==> src/design/qrm_pkg.sv <==
// package: widths, constants and stage types of the quaternion to matrix pipeline
package qrm_pkg;

    localparam int FRAC_BITS = 14;
    localparam int IN_W      = 16;
    localparam int OUT_W     = 16;
    localparam int PROD_W    = 2 * IN_W;
    localparam int NORM_W    = PROD_W + 1;
    localparam int NUM_W     = PROD_W + 2;
    localparam int REM_W     = NORM_W + 1;
    localparam int QUO_W     = FRAC_BITS + 2;
    localparam int LANES     = 9;
    localparam int STAGES    = QUO_W + 3;

    localparam logic [31:0]      ONE     = 32'd1 << FRAC_BITS;
    localparam logic [OUT_W-1:0] ONE_OUT = ONE[OUT_W-1:0];

    // registered products of the quaternion components
    typedef struct packed {
        logic signed [PROD_W-1:0] xx;
        logic signed [PROD_W-1:0] yy;
        logic signed [PROD_W-1:0] zz;
        logic signed [PROD_W-1:0] ww;
        logic signed [PROD_W-1:0] xy;
        logic signed [PROD_W-1:0] wz;
        logic signed [PROD_W-1:0] zx;
        logic signed [PROD_W-1:0] wy;
        logic signed [PROD_W-1:0] yz;
        logic signed [PROD_W-1:0] wx;
    } t_prod;

    // state of the nine divider lanes between stages
    typedef struct packed {
        logic [NORM_W-1:0]                norm;
        logic                             zero;
        logic [LANES-1:0]                 neg;
        logic [LANES-1:0][REM_W-1:0]      rem;
        logic [LANES-1:0][QUO_W-1:0]      quo;
    } t_lanes;

endpackage

==> src/design/qrm_div_step.sv <==
// one restoring division step for all nine lanes, registered
module qrm_div_step import qrm_pkg::*; (
    input  logic   i_clk,
    input  logic   i_rst_n,
    input  logic   i_en,
    input  logic   i_vld,
    input  t_lanes i_lanes,
    output logic   o_vld,
    output t_lanes o_lanes
);
    logic   r_vld;
    t_lanes r_lanes, n_lanes;
    logic [LANES-1:0]            ge;
    logic [LANES-1:0][REM_W-1:0] diff;

    // compare against the norm, subtract, shift in the quotient bit
    always_comb begin
        n_lanes.norm = i_lanes.norm;
        n_lanes.zero = i_lanes.zero;
        n_lanes.neg  = i_lanes.neg;
        for (int k = 0; k < LANES; k++) begin
            ge[k]   = i_lanes.rem[k] >= REM_W'(i_lanes.norm);
            diff[k] = ge[k] ? (i_lanes.rem[k] - REM_W'(i_lanes.norm)) : i_lanes.rem[k];
            n_lanes.rem[k] = {diff[k][REM_W-2:0], 1'b0};
            n_lanes.quo[k] = {i_lanes.quo[k][QUO_W-2:0], ge[k]};
        end
    end

    always_ff @(posedge i_clk) begin
        if (!i_rst_n) begin
            r_vld <= 1'b0;
        end else if (i_en) begin
            r_vld <= i_vld;
        end
        if (i_en) r_lanes <= n_lanes;
    end

    assign o_vld   = r_vld;
    assign o_lanes = r_lanes;
endmodule

==> config.mk <==
export PLATFORM = sky130hd
export DESIGN_NAME = qrm_div_step
export DESIGN_NICKNAME = d
export VERILOG_FILES = /design/src/design/qrm_pkg.sv /design/src/design/qrm_div_step.sv
export SDC_FILE = /design/constraint.sdc
export NUM_CORES = 1
export LEC_CHECK = 0
export BUFFER_PORTS_ARGS = -buffer_cell sky130_fd_sc_hd__buf_2
export CAP_MARGIN = 10
export CORE_AREA = 2 2 388 390
export DETAILED_ROUTE_END_ITERATION = 6
export DIE_AREA = 0 0 390 392
export GPL_TIMING_DRIVEN = 0
export HOLD_SLACK_MARGIN = 0.12
export PLACE_DENSITY_LB_ADDON = 0.12
export SLEW_MARGIN = 25
export SYNTH_ARGS = -nofsm -noshare
export SYNTH_HDL_FRONTEND = slang
export SYNTH_SLANG_ARGS = --single-unit
==> constraint.sdc <==
create_clock -name i_clk -period 10.8 [get_ports i_clk]
set_input_delay 0 -clock i_clk [delete_from_list [all_inputs] [get_ports i_clk]]
set_output_delay 0 -clock i_clk [all_outputs]
set_load 0.01 [all_outputs]
==> flow_summary_export.csv <==
group,metric,value,unit
worst_setup_path,end_kind,"register",
worst_setup_path,crit_fanout,10,
timing,final_max_slew_viol_count,0,
clocking,clock_sinks,485,
final_layout,nNetsFinal,5774,
synth,ys_seq_elements,485,
grt,overflow,0,
timing,rsz0062_at_grt,"false",
floorplanning,row_count,142,
pwr,clkPwrFrac,0.324,
route,first_iter_violations,1869,
synth,async_flop_share,0,
place,dpl.hpwl,136,mm
worst_setup_path,arrival,6.59,ns
pwr,internal_power,4.75,mW
final_layout,layout_common_cells,"971 x buf_2, 742 x dlygate4sd3_1, 484 x edfxtp_1",
worst_setup_path,r2r_slack,9.65,ns
worst_hold_path,holdCritPathClass,"primary input to register",
floorplanning,die_area,153000,um2
final_layout,synthToLayoutAreaGrowth,54.1,%
worst_setup_path,required,11.34,ns
route,ant_nets,0,
pwr,p_seq_frac,0.345,
pwr,p_per_area,140,nW/um2
worst_setup_path,cp-start-kind,"primary input",
synth,netlist_instances,3147,
route,wire_per_inst,24.9,um
grt,grt_antenna_before_repair,49,
synth,synth_area,32900,um2
grt,grt_max_degree,87,
grt,grt_usage,0.218,
pwr,switching_share,0.333,
worst_setup_path,crit_slowest_cell,"buf_2",
clocking,cts_root_buffer,"clkbuf_16",
clocking,cts_resized,0,
timing,tightest_slew,0.993,ns
clocking,clock_latency,0.65,ns
worst_setup_path,crit_top_cell,"clkbuf_1",
worst_setup_path,path_cells,"dlygate4sd3_1 -> buf_2 -> ha_1 -> inv_1 -> fa_1 -> a21o_1 -> a311o_1 -> a211oi_1 -> o31ai_1 -> a21oi_1 -> o21ai_0 -> o31ai_1 -> and3_1 -> clkbuf_1 -> clkbuf_1 -> clkbuf_1 -> nand2_1 -> o21ai_0 -> dlygate4sd3_1",
floorplanning,num_io_pins,991,
clocking,tritoncts,"built",
timing,holdWs,0.170,ns
pwr,p_leak,21.7,nW
route,routed_via_density,4.67,
timing,period_share,0.560,
route,routed_wl,174,mm
worst_setup_path,critPathMaxStageDelay,0.73,ns
floorplanning,die_y,392,um
synth,avgSynthCellArea,10.5,um2
clocking,cts_max_level,3,
clocking,clk_pin_slew_worst_paths,0.05,ns
place,gp_congestion,0.886,
timing,finalSetupViolCount,0,
worst_setup_path,critPathKind,"primary input to register",
synth,ys_seq_area_frac,0.442,
worst_setup_path,critPathBufInv,7,
timing,min_period,6.05,ns
clocking,cts_buffer_depth,3,
pwr,power_switching,2.37,mW
timing,relSlewSlack,0.330,
route,drc,0,
timing,finClkSkew,0,ns
synth,yosysWarnings,0,
run,max_cap_violations,0,
timing,fmax,0.165,GHz
route,vias,32600,
final_layout,mostFrequentLayoutCell,"buf_2",
place,port_buffers,972,
pwr,vdd_drop_max,0.0000945,V
synth,netlist-cell-type-count,72,
timing,setup-tns-final,0,ns
outcome,status,"finished clean",
floorplanning,start_util,0.221,
route,first_pass_iters,6,
final_layout,drive_above_1_share,0.260,
timing,hold_viol,0,
clocking,cts_buffers,69,
floorplanning,core-area,149000,um2
worst_setup_path,crit_family,"buffers and inverters",
synth,synthFlopType,"edfxtp_1",
synth,synth_edf_count,484,
floorplanning,fp.dieW,390,um
grt,grt_pass1_wl,239,mm
pwr,combPwrFrac,0.331,
grt,first_global_vias,32700,
## metal layers
layer	share of wire	up-vias	global-route usage
met3	0.067	216	0.0481
li1	-	15600	-
met4	0.033	20	0.0716
met2	0.49	1122	0.384
met1	0.41	15700	0.261
met5	0.00071	-	0
## power by group through the flow
stage / combinational (mW) / sequential (mW) / clock [mW]
after floorplan: 0.999 / 2.62 / 0
after global placement: 2.03 / 2.53 / 0
after detailed placement: 2.06 / 2.49 / 0
after CTS: 2.37 / 2.46 / 2.39
after global routing: 2.55 / 2.48 / 2.45
final: 2.36 / 2.46 / 2.30
## cell families after synthesis
| kind of cell | share of synthesized area |
|---|---|
| AOI/OAI and AO/OA | 0.190 |
| muxes | 0.0483 |
| xor gates and xnor gates | 0.0708 |
| buffers and inverters | 0.0263 |
| adders and majority gates | 0.118 |
| and+or+nand+nor | 0.104 |
| other | 0.000114 |
| DFF | 0.442 |
## synth_stat cells (5+ instances only)
library cell,n,area share
nor2_1,212,0.024
a211oi_1,28,0.0064
o22ai_1,6,0.0011
o21a_1,33,0.0075
a21o_1,161,0.037
a2111oi_0,6,0.0016
xor2_1,115,0.031
nand2b_1,35,0.0067
nor2b_1,33,0.0063
a221o_1,7,0.0021
clkbuf_1,86,0.0098
o2111ai_1,5,0.0013
a31o_2,10,0.0027
and3_1,24,0.0046
inv_1,112,0.013
a21oi_1,358,0.054
mux2i_1,7,0.0021
nor4_1,5,0.00095
a311o_1,6,0.0018
o31ai_1,17,0.0039
o31a_1,7,0.0019
nand2_1,238,0.027
a21boi_0,6,0.0014
nor3b_1,5,0.0011
or3_1,8,0.0015
xnor2_1,151,0.040
o21ai_0,201,0.031
a211o_1,10,0.0027
nand3_1,56,0.0085
nor3_1,24,0.0036
fa_1,9,0.0055
and2_1,7,0.0013
edfxtp_1,484,0.44
o21bai_1,44,0.010
nand4_1,48,0.0091
o211ai_1,12,0.0027
and4_1,9,0.0024
ha_1,297,0.11
a31oi_1,28,0.0053
mux2_2,135,0.046
buf_4,10,0.0023
or2_2,9,0.0017
a221oi_1,10,0.0027
## cell type report
class / instances / area, um2
inverter: 112 / 423
tap: 1944 / 2430
sequential: 485 / 14600
multi-input combinational: 2455 / 17500
clock buffer: 82 / 1800
clock inverter: 41 / 398
timing repair buffer: 1745 / 13100
fill: 15500 / 98200
antenna: 19 / 47.5
buffer: 103 / 447
## timing repair
item                      in CTS  in global routing
setup buffers                  0                  0
hold endpoints to repair     620                  0
hold buffers                 742                  0
## flip-flops by register name, summed over array words and instances (netlist names)
name / count
o_vld: 1
o_lanes: 484
## through the flow
| stage | total power, mW | std cells | util | cell area, um2 | setup WS, ns |
|---|---|---|---|---|---|
| 3_3_place_gp | 4.56 | 6071 | 0.270 | 40200 | 0.999 |
| 6_report | 7.12 | 6986 | 0.341 | 50700 | 4.75 |
| 4_1_cts | 7.23 | 6967 | 0.340 | 50700 | 4.91 |
| 2_1_floorplan | 3.62 | 3155 | - | 32900 | 7.00 |
| 3_5_place_dp | 4.55 | 6102 | 0.276 | 41100 | 5.16 |
| 5_1_grt | 7.48 | 6976 | 0.341 | 50700 | 4.56 |
## worst reg2reg max path, cell delays in order, from the launching register on
cell	delay (ns)
dfxtp_1	0.30
mux2i_1	0.13
nor2b_1	0.06
dlygate4sd3_1	0.55
## worst paths after layout
check                      end         start  cells past startpoint
setup reg to reg         o_vld         o_vld                      3
hold / removal    o_lanes[471]  i_lanes[471]                      2
hold reg to reg          o_vld         o_vld                      3
setup / recovery  o_lanes[311]  i_lanes[460]                     19
No activity file was read; power rests on OpenSTA's default activity.
