$ cat src/design/qrm_pkg.sv
// package: widths, constants and stage types of the quaternion to matrix pipeline
package qrm_pkg;

    localparam int FRAC_BITS = 14;
    localparam int IN_W      = 16;
    localparam int OUT_W     = 16;
    localparam int PROD_W    = 2 * IN_W;
    localparam int NORM_W    = PROD_W + 1;
    localparam int NUM_W     = PROD_W + 2;
    localparam int REM_W     = NORM_W + 1;
    localparam int QUO_W     = FRAC_BITS + 2;
    localparam int LANES     = 9;
    localparam int STAGES    = QUO_W + 3;

    localparam logic [31:0]      ONE     = 32'd1 << FRAC_BITS;
    localparam logic [OUT_W-1:0] ONE_OUT = ONE[OUT_W-1:0];

    // registered products of the quaternion components
    typedef struct packed {
        logic signed [PROD_W-1:0] xx;
        logic signed [PROD_W-1:0] yy;
        logic signed [PROD_W-1:0] zz;
        logic signed [PROD_W-1:0] ww;
        logic signed [PROD_W-1:0] xy;
        logic signed [PROD_W-1:0] wz;
        logic signed [PROD_W-1:0] zx;
        logic signed [PROD_W-1:0] wy;
        logic signed [PROD_W-1:0] yz;
        logic signed [PROD_W-1:0] wx;
    } t_prod;

    // state of the nine divider lanes between stages
    typedef struct packed {
        logic [NORM_W-1:0]                norm;
        logic                             zero;
        logic [LANES-1:0]                 neg;
        logic [LANES-1:0][REM_W-1:0]      rem;
        logic [LANES-1:0][QUO_W-1:0]      quo;
    } t_lanes;

endpackage

$ cat src/design/qrm_round.sv
// output stage: round, saturate, apply sign, identity for a zero quaternion
module qrm_round import qrm_pkg::*; (
    input  logic   i_clk,
    input  logic   i_rst_n,
    input  logic   i_en,
    input  logic   i_vld,
    input  t_lanes i_lanes,
    output logic   o_vld,
    output logic [LANES-1:0][OUT_W-1:0] o_entry,
    output logic   o_zero
);
    logic                        r_vld;
    logic [LANES-1:0][OUT_W-1:0] r_entry, n_entry;
    logic                        r_zero;
    logic [QUO_W:0]              rq;
    logic [31:0]                 qe, sv;

    // the extra quotient bit rounds half away from zero on the magnitude
    always_comb begin
        rq = '0;
        qe = '0;
        sv = '0;
        for (int k = 0; k < LANES; k++) begin
            rq = ((QUO_W+1)'(i_lanes.quo[k]) + (QUO_W+1)'(1)) >> 1;
            qe = 32'(rq);
            if (qe > ONE) qe = ONE;
            sv = i_lanes.neg[k] ? (32'd0 - qe) : qe;
            if (i_lanes.zero) begin
                n_entry[k] = (k == 0 || k == 4 || k == 8) ? ONE_OUT : '0;
            end else begin
                n_entry[k] = sv[OUT_W-1:0];
            end
        end
    end

    always_ff @(posedge i_clk) begin
        if (!i_rst_n) begin
            r_vld <= 1'b0;
        end else if (i_en) begin
            r_vld <= i_vld;
        end
        if (i_en) begin
            r_entry <= n_entry;
            r_zero  <= i_lanes.zero;
        end
    end

    assign o_vld   = r_vld;
    assign o_entry = r_entry;
    assign o_zero  = r_zero;
endmodule
$ cat config.mk
export PLATFORM = sky130hd
export DESIGN_NAME = qrm_round
export DESIGN_NICKNAME = d
export VERILOG_FILES = /design/src/design/qrm_pkg.sv /design/src/design/qrm_round.sv
export SDC_FILE = /design/constraint.sdc
export NUM_CORES = 1
export LEC_CHECK = 0
export ABC_AREA = 1
export BUFFER_PORTS_ARGS = -buffer_cell sky130_fd_sc_hd__buf_2
export CAP_MARGIN = 0
export CORE_AREA = 3 3 250 252
export DETAILED_ROUTE_END_ITERATION = 10
export DIE_AREA = 0 0 253 255
export GPL_TIMING_DRIVEN = 0
export PLACE_DENSITY = 0.49
export SYNTH_ARGS = -nofsm -noshare
export SYNTH_HDL_FRONTEND = slang
export SYNTH_SLANG_ARGS = --single-unit
$ cat constraint.sdc
create_clock -name i_clk -period 3.5 [get_ports i_clk]
set_input_delay 0.175 -clock i_clk [delete_from_list [all_inputs] [get_ports i_clk]]
set_output_delay 0.175 -clock i_clk [all_outputs]
set_load 0.02 [all_outputs]
==> results.tsv, run 1 <==
metric	value	unit
status	complete, no violations	
Die W	253	um
Leakage	0.008033	uW
WP data arrival	3.01	ns
Setup Viol. Count Final	0	
RSZ-0062 raised after global routing	no	
DP HPWL	38.91	mm
ys async rst share	0	%
Tightest Pin Transition	1.182	ns
post-synthesis cell type with the largest combined area	edfxtp_1	
minimum clock period	2.801	ns
Worst Hold Endpoint	o_zero$_DFFE_PP_	
setup TNS	0	ns
# rows	90	
global-route wire length before repair	72.84	mm
largest cells by area after synthesis	edfxtp_1 (32%), nand2_1 (18%), nor2_1 (7.8%), inv_1 (7.7%), nand3_1 (6.2%)	
Reg2Reg Setup Slack	2.30	ns
slowest stage delay, CP	0.29	ns
Final Hold Fails	0	
R2R Path End	o_vld$_SDFFE_PN0P_	
DRC	0	
effective utilization at floorplan	22.24	%
fraction of final layout cells sized beyond drive strength 1	18.42	%
die area	0.06452	mm^2
Post-synth EDFFs	145	
CTS clock-pin slew for the worst setup and hold paths	0.07	ns
busiest grt layer	met2	
peak supply drop	0.3452	mV
Post-Syn Area per Cell	6.467	um^2
relative slew slack	21.22	%
post-synthesis cell type count	52	
CTS tree	done	
top cell type's share of synthesized area	32.43	%
Die Ht	255	um
Yosys warning count	0	
Synth Cell Area	0.01343	mm^2
drt wl/cell	14.94	um
CP endpoint kind	flip-flop	
Syn Inst Count	2076	
antenna violations before repair	29	
Post-DRT Antenna Nets	0	
worst-path cell chain	buf_2 > ha_1 > nand3_1 > xor2_1 > nand2_1 > nor2_1 > nand2_1 > nor2_1 > nand3_1 > nand2_2 > buf_6 > inv_2 > or2_1 > ha_1 > inv_1 > a21oi_1 > or2_2 > o21ai_0 > a21oi_1	
Buf+Inv Stages, Crit Path	4	
most numerous cell in the Yosys netlist	nand2_1	
maxcap violations	0	
Final Max Tran Viols	0	
Post-Syn Nets	2591	
hold depth	1	
Pwr Density	346.3	mW/mm^2
PostCTS Resize Cnt	0	
CP Class	in2reg	
critical-path maximum fanout	10	
GRT met2 Usage	21.16	%
via count	14099	
Final Util	27.45	%
slowest stage cell, crit path	or2_2	
CP top delay family	simple AND/OR/NAND/NOR gates	
Worst Clk Skew	0	ns
flops & latches, synth	146	
Startpoint Class	primary input	
Pre-antenna DRT Iters	5	
largest net degree at the start of global routing	99	
gr usage total	14.71	%
synth cell count leaders	nand2_1 (655), nor2_1 (279), inv_1 (277), nand3_1 (165), edfxtp_1 (145)	
GRT met1 Usage	19.84	%
IO Pins	643	
HP Class	in2reg	
routability cong.	0.8734	
f_max	0.3571	GHz
clk_lat worst skew	0.47	ns
core area	0.06036	mm^2
worst endpoint required time	3.71	ns
Net count, final	2912	
hold_sp	i_lanes[459]	
R2R cell count	3	
Initial DRC Count	767	
met3 usage	6.839	%
clock sinks	146	
vias in the first global route	12949	
Area Growth Syn to Fin	23.41	%
H-tree lvl count	4	
routed wire length	47.78	mm
routed vias/inst	4.409	
r2r startpoint	o_vld$_SDFFE_PN0P_	
CTS Root Buffer Type	clkbuf_16	
total CTS buffers	17	
grt ovf	0	
ys flop type	edfxtp_1	
Tcrit/Tclk final	80.01	%
Seq/Total Area, Yosys	32.58	%
IO buf count	299	
CTS Buffer Depth	2	
==> layer usage <==
layer | routed length, um | up-vias | share of wire (%)
li1 | - | 7470 | -
met1 | 23060 | 6169 | 48
met2 | 19110 | 339 | 40
met3 | 4655 | 75 | 9.7
met4 | 631 | 46 | 1.3
met5 | 331 | - | 0.69
==> cell families (layout without fill, tap and decap cells) <==
family,after synthesis,count (layout),share of synthesized area (%)
compound gates,250,250,11.03
xor+xnor,48,48,3.243
fa+ha+maj,18,18,1.678
buf+inv,323,657,9.776
flops,146,146,32.58
other cells,0,6,0
simple gates,1291,1291,41.70
==> worst reg2reg max path, delay by kind of cell, from the launching register on <==
family / cells / cell delay [ns]
buffers and inverters: 1 / 0.58
DFF: 1 / 0.31
AOI/OAI and AO/OA: 2 / 0.21
==> power breakdown <==
part	internal [uW]	switching [uW]
registers	2120	54.3
clock network	1070	870
logic	501	1130
==> layout make-up <==
| class | instances | area, um^2 |
|---|---|---|
| fillers | 6903 | 43790 |
| multi-input cells | 1607 | 7739 |
| flip-flops and latches | 146 | 4374 |
| repair buffers | 302 | 1554 |
| inverters | 281 | 1055 |
| well taps | 782 | 978.4 |
| clock buffers | 17 | 425.4 |
| plain buffers | 42 | 257.7 |
| clock inverters | 15 | 170.2 |
| diodes | 6 | 15.01 |
==> registers in the layout, indices dropped and copies added (netlist names) <==
signal	count
o_entry	144
o_vld	1
o_zero	1
==> cells in the final DEF (no fill, tap or decap), types with 5 or more instances in the layout <==
| cell type | count |
|---|---|
| nor2_2 | 22 |
| nor2_4 | 9 |
| or2_2 | 7 |
| o31ai_1 | 7 |
| nand2_2 | 22 |
| ha_1 | 18 |
| nand3_1 | 165 |
| nor2_1 | 279 |
| a21oi_1 | 85 |
| xnor2_1 | 15 |
| o311a_1 | 5 |
| o41ai_1 | 6 |
| o21ai_1 | 16 |
| buf_6 | 10 |
| nand3b_1 | 12 |
| diode_2 | 6 |
| inv_6 | 6 |
| clkbuf_1 | 17 |
| inv_1 | 277 |
| clkbuf_16 | 17 |
| edfxtp_1 | 145 |
| nand3_2 | 8 |
| o21ai_0 | 92 |
| nand4_1 | 64 |
| buf_2 | 306 |
| o21bai_1 | 7 |
| xor2_1 | 31 |
| nand2_1 | 655 |
| nor3_1 | 35 |
==> repair_timing <==
action,4_1_cts,5_1_grt
hold buffers,2,0
endpoints found under the hold margin,1,0
buffers inserted,0,0
==> worst max-delay path by stage <==
stage	from	end	slack [ns]	depth (start not counted)
after floorplan	i_lanes[16]	o_entry[20]$_SDFFCE_PP0P_	0.77	18
after global placement	i_en	o_vld$_SDFFE_PN0P_	0.02	3
after detailed placement	i_lanes[16]	o_entry[20]$_SDFFCE_PP0P_	0.22	19
after CTS	i_lanes[16]	o_entry[20]$_SDFFCE_PP0P_	0.74	19
final	i_lanes[16]	o_entry[20]$_SDFFCE_PP0P_	0.70	19
after global routing	i_lanes[16]	o_entry[20]$_SDFFCE_PP0P_	0.38	19
==> per-stage QoR <==
stage	worst slack [ns]	power, uW	instances	instance area [um^2]	hold WS, ns
6_report	0.6995	5738	3198	16570	0.04623
5_1_grt	0.3846	6115	3195	16560	0.02028
4_1_cts	0.7429	5834	3192	16550	0.01488
3_5_place_dp	0.2176	3842	3158	15940	0.4215
3_3_place_gp	0.01528	3849	3157	15900	0.4126
2_1_floorplan	0.7739	3206	2076	13430	0.2685
Power figures use the tool's default switching activity.
==> inputs of run 2 (changes only) <==
--- a/config.mk
+++ b/config.mk
@@ -5,12 +5,12 @@
 export SDC_FILE = /design/constraint.sdc
 export NUM_CORES = 1
 export LEC_CHECK = 0
-export ABC_AREA = 1
+export ABC_AREA = 0
 export BUFFER_PORTS_ARGS = -buffer_cell sky130_fd_sc_hd__buf_2
 export CAP_MARGIN = 0
-export CORE_AREA = 3 3 250 252
+export CORE_AREA = 3 3 251 253
 export DETAILED_ROUTE_END_ITERATION = 10
-export DIE_AREA = 0 0 253 255
+export DIE_AREA = 0 0 254 256
 export GPL_TIMING_DRIVEN = 0
 export PLACE_DENSITY = 0.49
 export SYNTH_ARGS = -nofsm -noshare
==> constraint.sdc (replaced) <==
create_clock -name i_clk -period 2.7 [get_ports i_clk]
set_input_delay 0.135 -clock i_clk [delete_from_list [all_inputs] [get_ports i_clk]]
set_output_delay 0.135 -clock i_clk [all_outputs]
set_load 0.02 [all_outputs]
==> run 2 against run 1 <==
The flow now finishes with violations (negative setup slack). Largest cell class unchanged. Flip-flop and latch count is the same. Synthesized area grew 0.79%. Sequential power grew 29%. Synthesized cell count shrank 20%. Combinational power grew 49%. Highest routed layer unchanged. Hold slack gained 0.038 ns. Clock power grew 22%. Sequential share of layout area shrank 3.8 points. Critical path depth shrank 3. Routed wire length grew 16%.
==> results.tsv, run 2 <==
metric	value	unit
minimum clock period	2.836	ns
clock sinks	146	
DRC	0	
Final Max Tran Viols	0	
Worst Hold Endpoint	o_entry[79]$_SDFFCE_PP0P_	
Area Growth Syn to Fin	43.25	%
Critical Path Stages	16	
antenna violations before repair	15	
GRT met1 Usage	21.89	%
Worst Clk Skew	0	ns
Syn Inst Count	1669	
worst-path cell chain	buf_12 > nand4_1 > o211ai_1 > a21boi_4 > o2111ai_4 > and3b_2 > a21o_4 > nand2_4 > ha_4 > inv_2 > nor2_2 > nand4_1 > or3b_4 > a21oi_4 > nand3_2 > a311o_1	
GRT met2 Usage	24.37	%
DP Worst Slack	-1.037	ns
Final Hold Fails	0	
Synth Cell Area	0.01353	mm^2
relative slew slack	29.50	%
Filler Cells Inserted	6408	
number of flip-flops in the largest register	144	
Buf+Inv Stages, Crit Path	2	
Yosys warning count	0	
Pwr Density	391.6	mW/mm^2
drt wl/cell	19.25	um
# rows	91	
status	complete, but fails checks	
critical-path maximum fanout	7	
Tcrit/Tclk final	105.0	%
gr usage total	16.52	%
Die W	254	um
maxcap violations	0	
WP data arrival	3.07	ns
vias in the first global route	13881	
failing checks	negative setup slack	
Reg2Reg Setup Slack	1.55	ns
HP Class	in2reg	
RSZ-0062 raised after global routing	yes	
routed wire length	55.54	mm
hold depth	3	
Final Util	31.64	%
setup TNS	-0.1931	ns
met3 usage	6.402	%
f_max	0.3526	GHz
slowest stage cell, crit path	or3b_4	
die area	0.06502	mm^2
post-synthesis cell type with the largest combined area	edfxtp_1	
clk_lat worst skew	0.48	ns
synth cell count leaders	nand2_1 (176), nor2_1 (153), edfxtp_1 (145), xnor2_1 (109), nand3_1 (108)	
hold_sp	i_lanes[79]	
CTS Root Buffer Type	clkbuf_16	
DP HPWL	41.95	mm
Post-synth EDFFs	145	
CTS clock-pin slew for the worst setup and hold paths	0.07	ns
fraction of final layout cells sized beyond drive strength 1	34.74	%
ys async rst share	0	%
IO buf count	265	
grt ovf	0	
routability cong.	0.8900	
Setup Viol. Count Final	2	
most numerous cell in the Yosys netlist	nand2_1	
effective utilization at floorplan	22.09	%
most frequent cells in the layout	buf_2 (257), nand2_1 (154), edfxtp_1 (145), nor2_1 (142), buf_4 (120)	
global-route wire length before repair	82.31	mm
worst setup margin	-0.1361	ns
CP top delay family	compound AO/OA/AOI/OAI gates	
Net count, final	2589	
Pre-antenna DRT Iters	5	
routed vias/inst	5.106	
slowest stage delay, CP	0.44	ns
footprint of the multi-input gates	0.01024	mm^2
CTS Buffer Depth	2	
Initial DRC Count	815	
R2R cell count	3	
top cell type's share of synthesized area	32.18	%
core area	0.06126	mm^2
H-tree lvl count	4	
CP Class	in2reg	
via count	14730	
worst endpoint required time	2.93	ns
peak supply drop	0.5012	mV
Reg area	0.004374	mm^2
Leakage	0.007037	uW
largest net degree at the start of global routing	57	
Startpoint Class	primary input	
CP endpoint kind	flip-flop	
largest cells by area after synthesis	edfxtp_1 (32%), xnor2_1 (7.1%), nand2_1 (4.9%), xor2_1 (4.3%), nor2_1 (4.2%)	
busiest grt layer	met2	
Seq/Total Area, Yosys	32.33	%
overall power	7590	uW
post-synthesis cell type count	87	
ys flop type	edfxtp_1	
IO Pins	643	
CTS tree	done	
Tightest Pin Transition	1.058	ns
flops & latches, synth	146	
Post-Syn Nets	2184	
Die Ht	256	um
total CTS buffers	17	
R2R Path End	o_vld$_SDFFE_PN0P_	
r2r startpoint	o_vld$_SDFFE_PN0P_	
Post-DRT Antenna Nets	0	
most frequent CP cell	nand4_1	
Post-Syn Area per Cell	8.108	um^2
commonest non-fill, non-tap cell in the layout	buf_2	
-- run 2: changes by cell type in the layout (fill, tap and decap cells not counted), moves of 44 or more --
cell and change:
buf_2 -49, nand2_1 -501, nand3_1 -77, buf_4 +116, xnor2_1 +91, nor2_1 -137, and3_1 +44, inv_1 -250
-- run 2: metrics by stage --
| step | hold WS (ns) | cells | cell area [um^2] |
|---|---|---|---|
| floorplan | 0.2339 | 1669 | 14480 |
| global placement | 0.3462 | 2724 | 16800 |
| detailed placement | 0.3613 | 2726 | 16860 |
| CTS | 0.04957 | 2823 | 18280 |
| global route | 0.09591 | 2879 | 19370 |
| finish | 0.08378 | 2885 | 19380 |
-- run 2: kinds of logic after synthesis --
| group | synth area share [%] |
|---|---|
| compound gates | 18.29 |
| xor+xnor | 11.39 |
| fa+ha+maj | 1.664 |
| buf+inv | 3.652 |
| flops | 32.33 |
| mux | 2.718 |
| simple gates | 29.96 |
-- run 2: where the power goes --
part,switching [uW],internal [uW]
logic,1520,911
clock network,1180,1200
registers,66.4,2720
-- run 2: tightest hold or removal path, stage by stage --
cell,delay [ns]
buf_2,0.13
a21oi_1,0.05
a21oi_1,0.13
-- run 2: layer usage --
metal / share of wire (%) / vias up / wire length, um
met2: 43 / 523 / 23640
met5: 0.24 / - / 135
met4: 2.6 / 18 / 1444
li1: - / 7090 / -
met3: 9.9 / 88 / 5516
met1: 45 / 7011 / 24810
-- run 2: cell type report --
class                           count  area share (%)
Buffer                             89           3.137
Clock inverter                     15          0.6519
Inverter                           32          0.6455
Multi-Input combinational cell   1398           52.82
Sequential cell                   146           22.57
Clock buffer                       17           2.195
Antenna cell                        8          0.1033
Timing Repair Buffer              390           12.78
Tap cell                          790           5.099
-- run 2: how the worst max path moves through the flow --
stage / slack (ns) / to / from
finish: -0.14 / o_entry[78]$_SDFFCE_PP1P_ / i_lanes[64]
global route: -0.26 / o_entry[78]$_SDFFCE_PP1P_ / i_lanes[64]
CTS: -0.11 / o_entry[78]$_SDFFCE_PP1P_ / i_lanes[64]
detailed placement: -1.04 / o_entry[78]$_SDFFCE_PP1P_ / i_lanes[64]
global placement: -1.03 / o_entry[124]$_SDFFCE_PP0P_ / i_lanes[116]
floorplan: -0.36 / o_entry[78]$_SDFFCE_PP1P_ / i_lanes[72]
-- run 2: what timing repair did --
action,4_1_cts,5_1_grt
gates cloned,0,1
endpoints found under the hold margin,2,0
gates resized for setup,89,161
hold buffers,3,0
buffers inserted,63,56
pin swaps,58,96
setup endpoints to repair,82,51
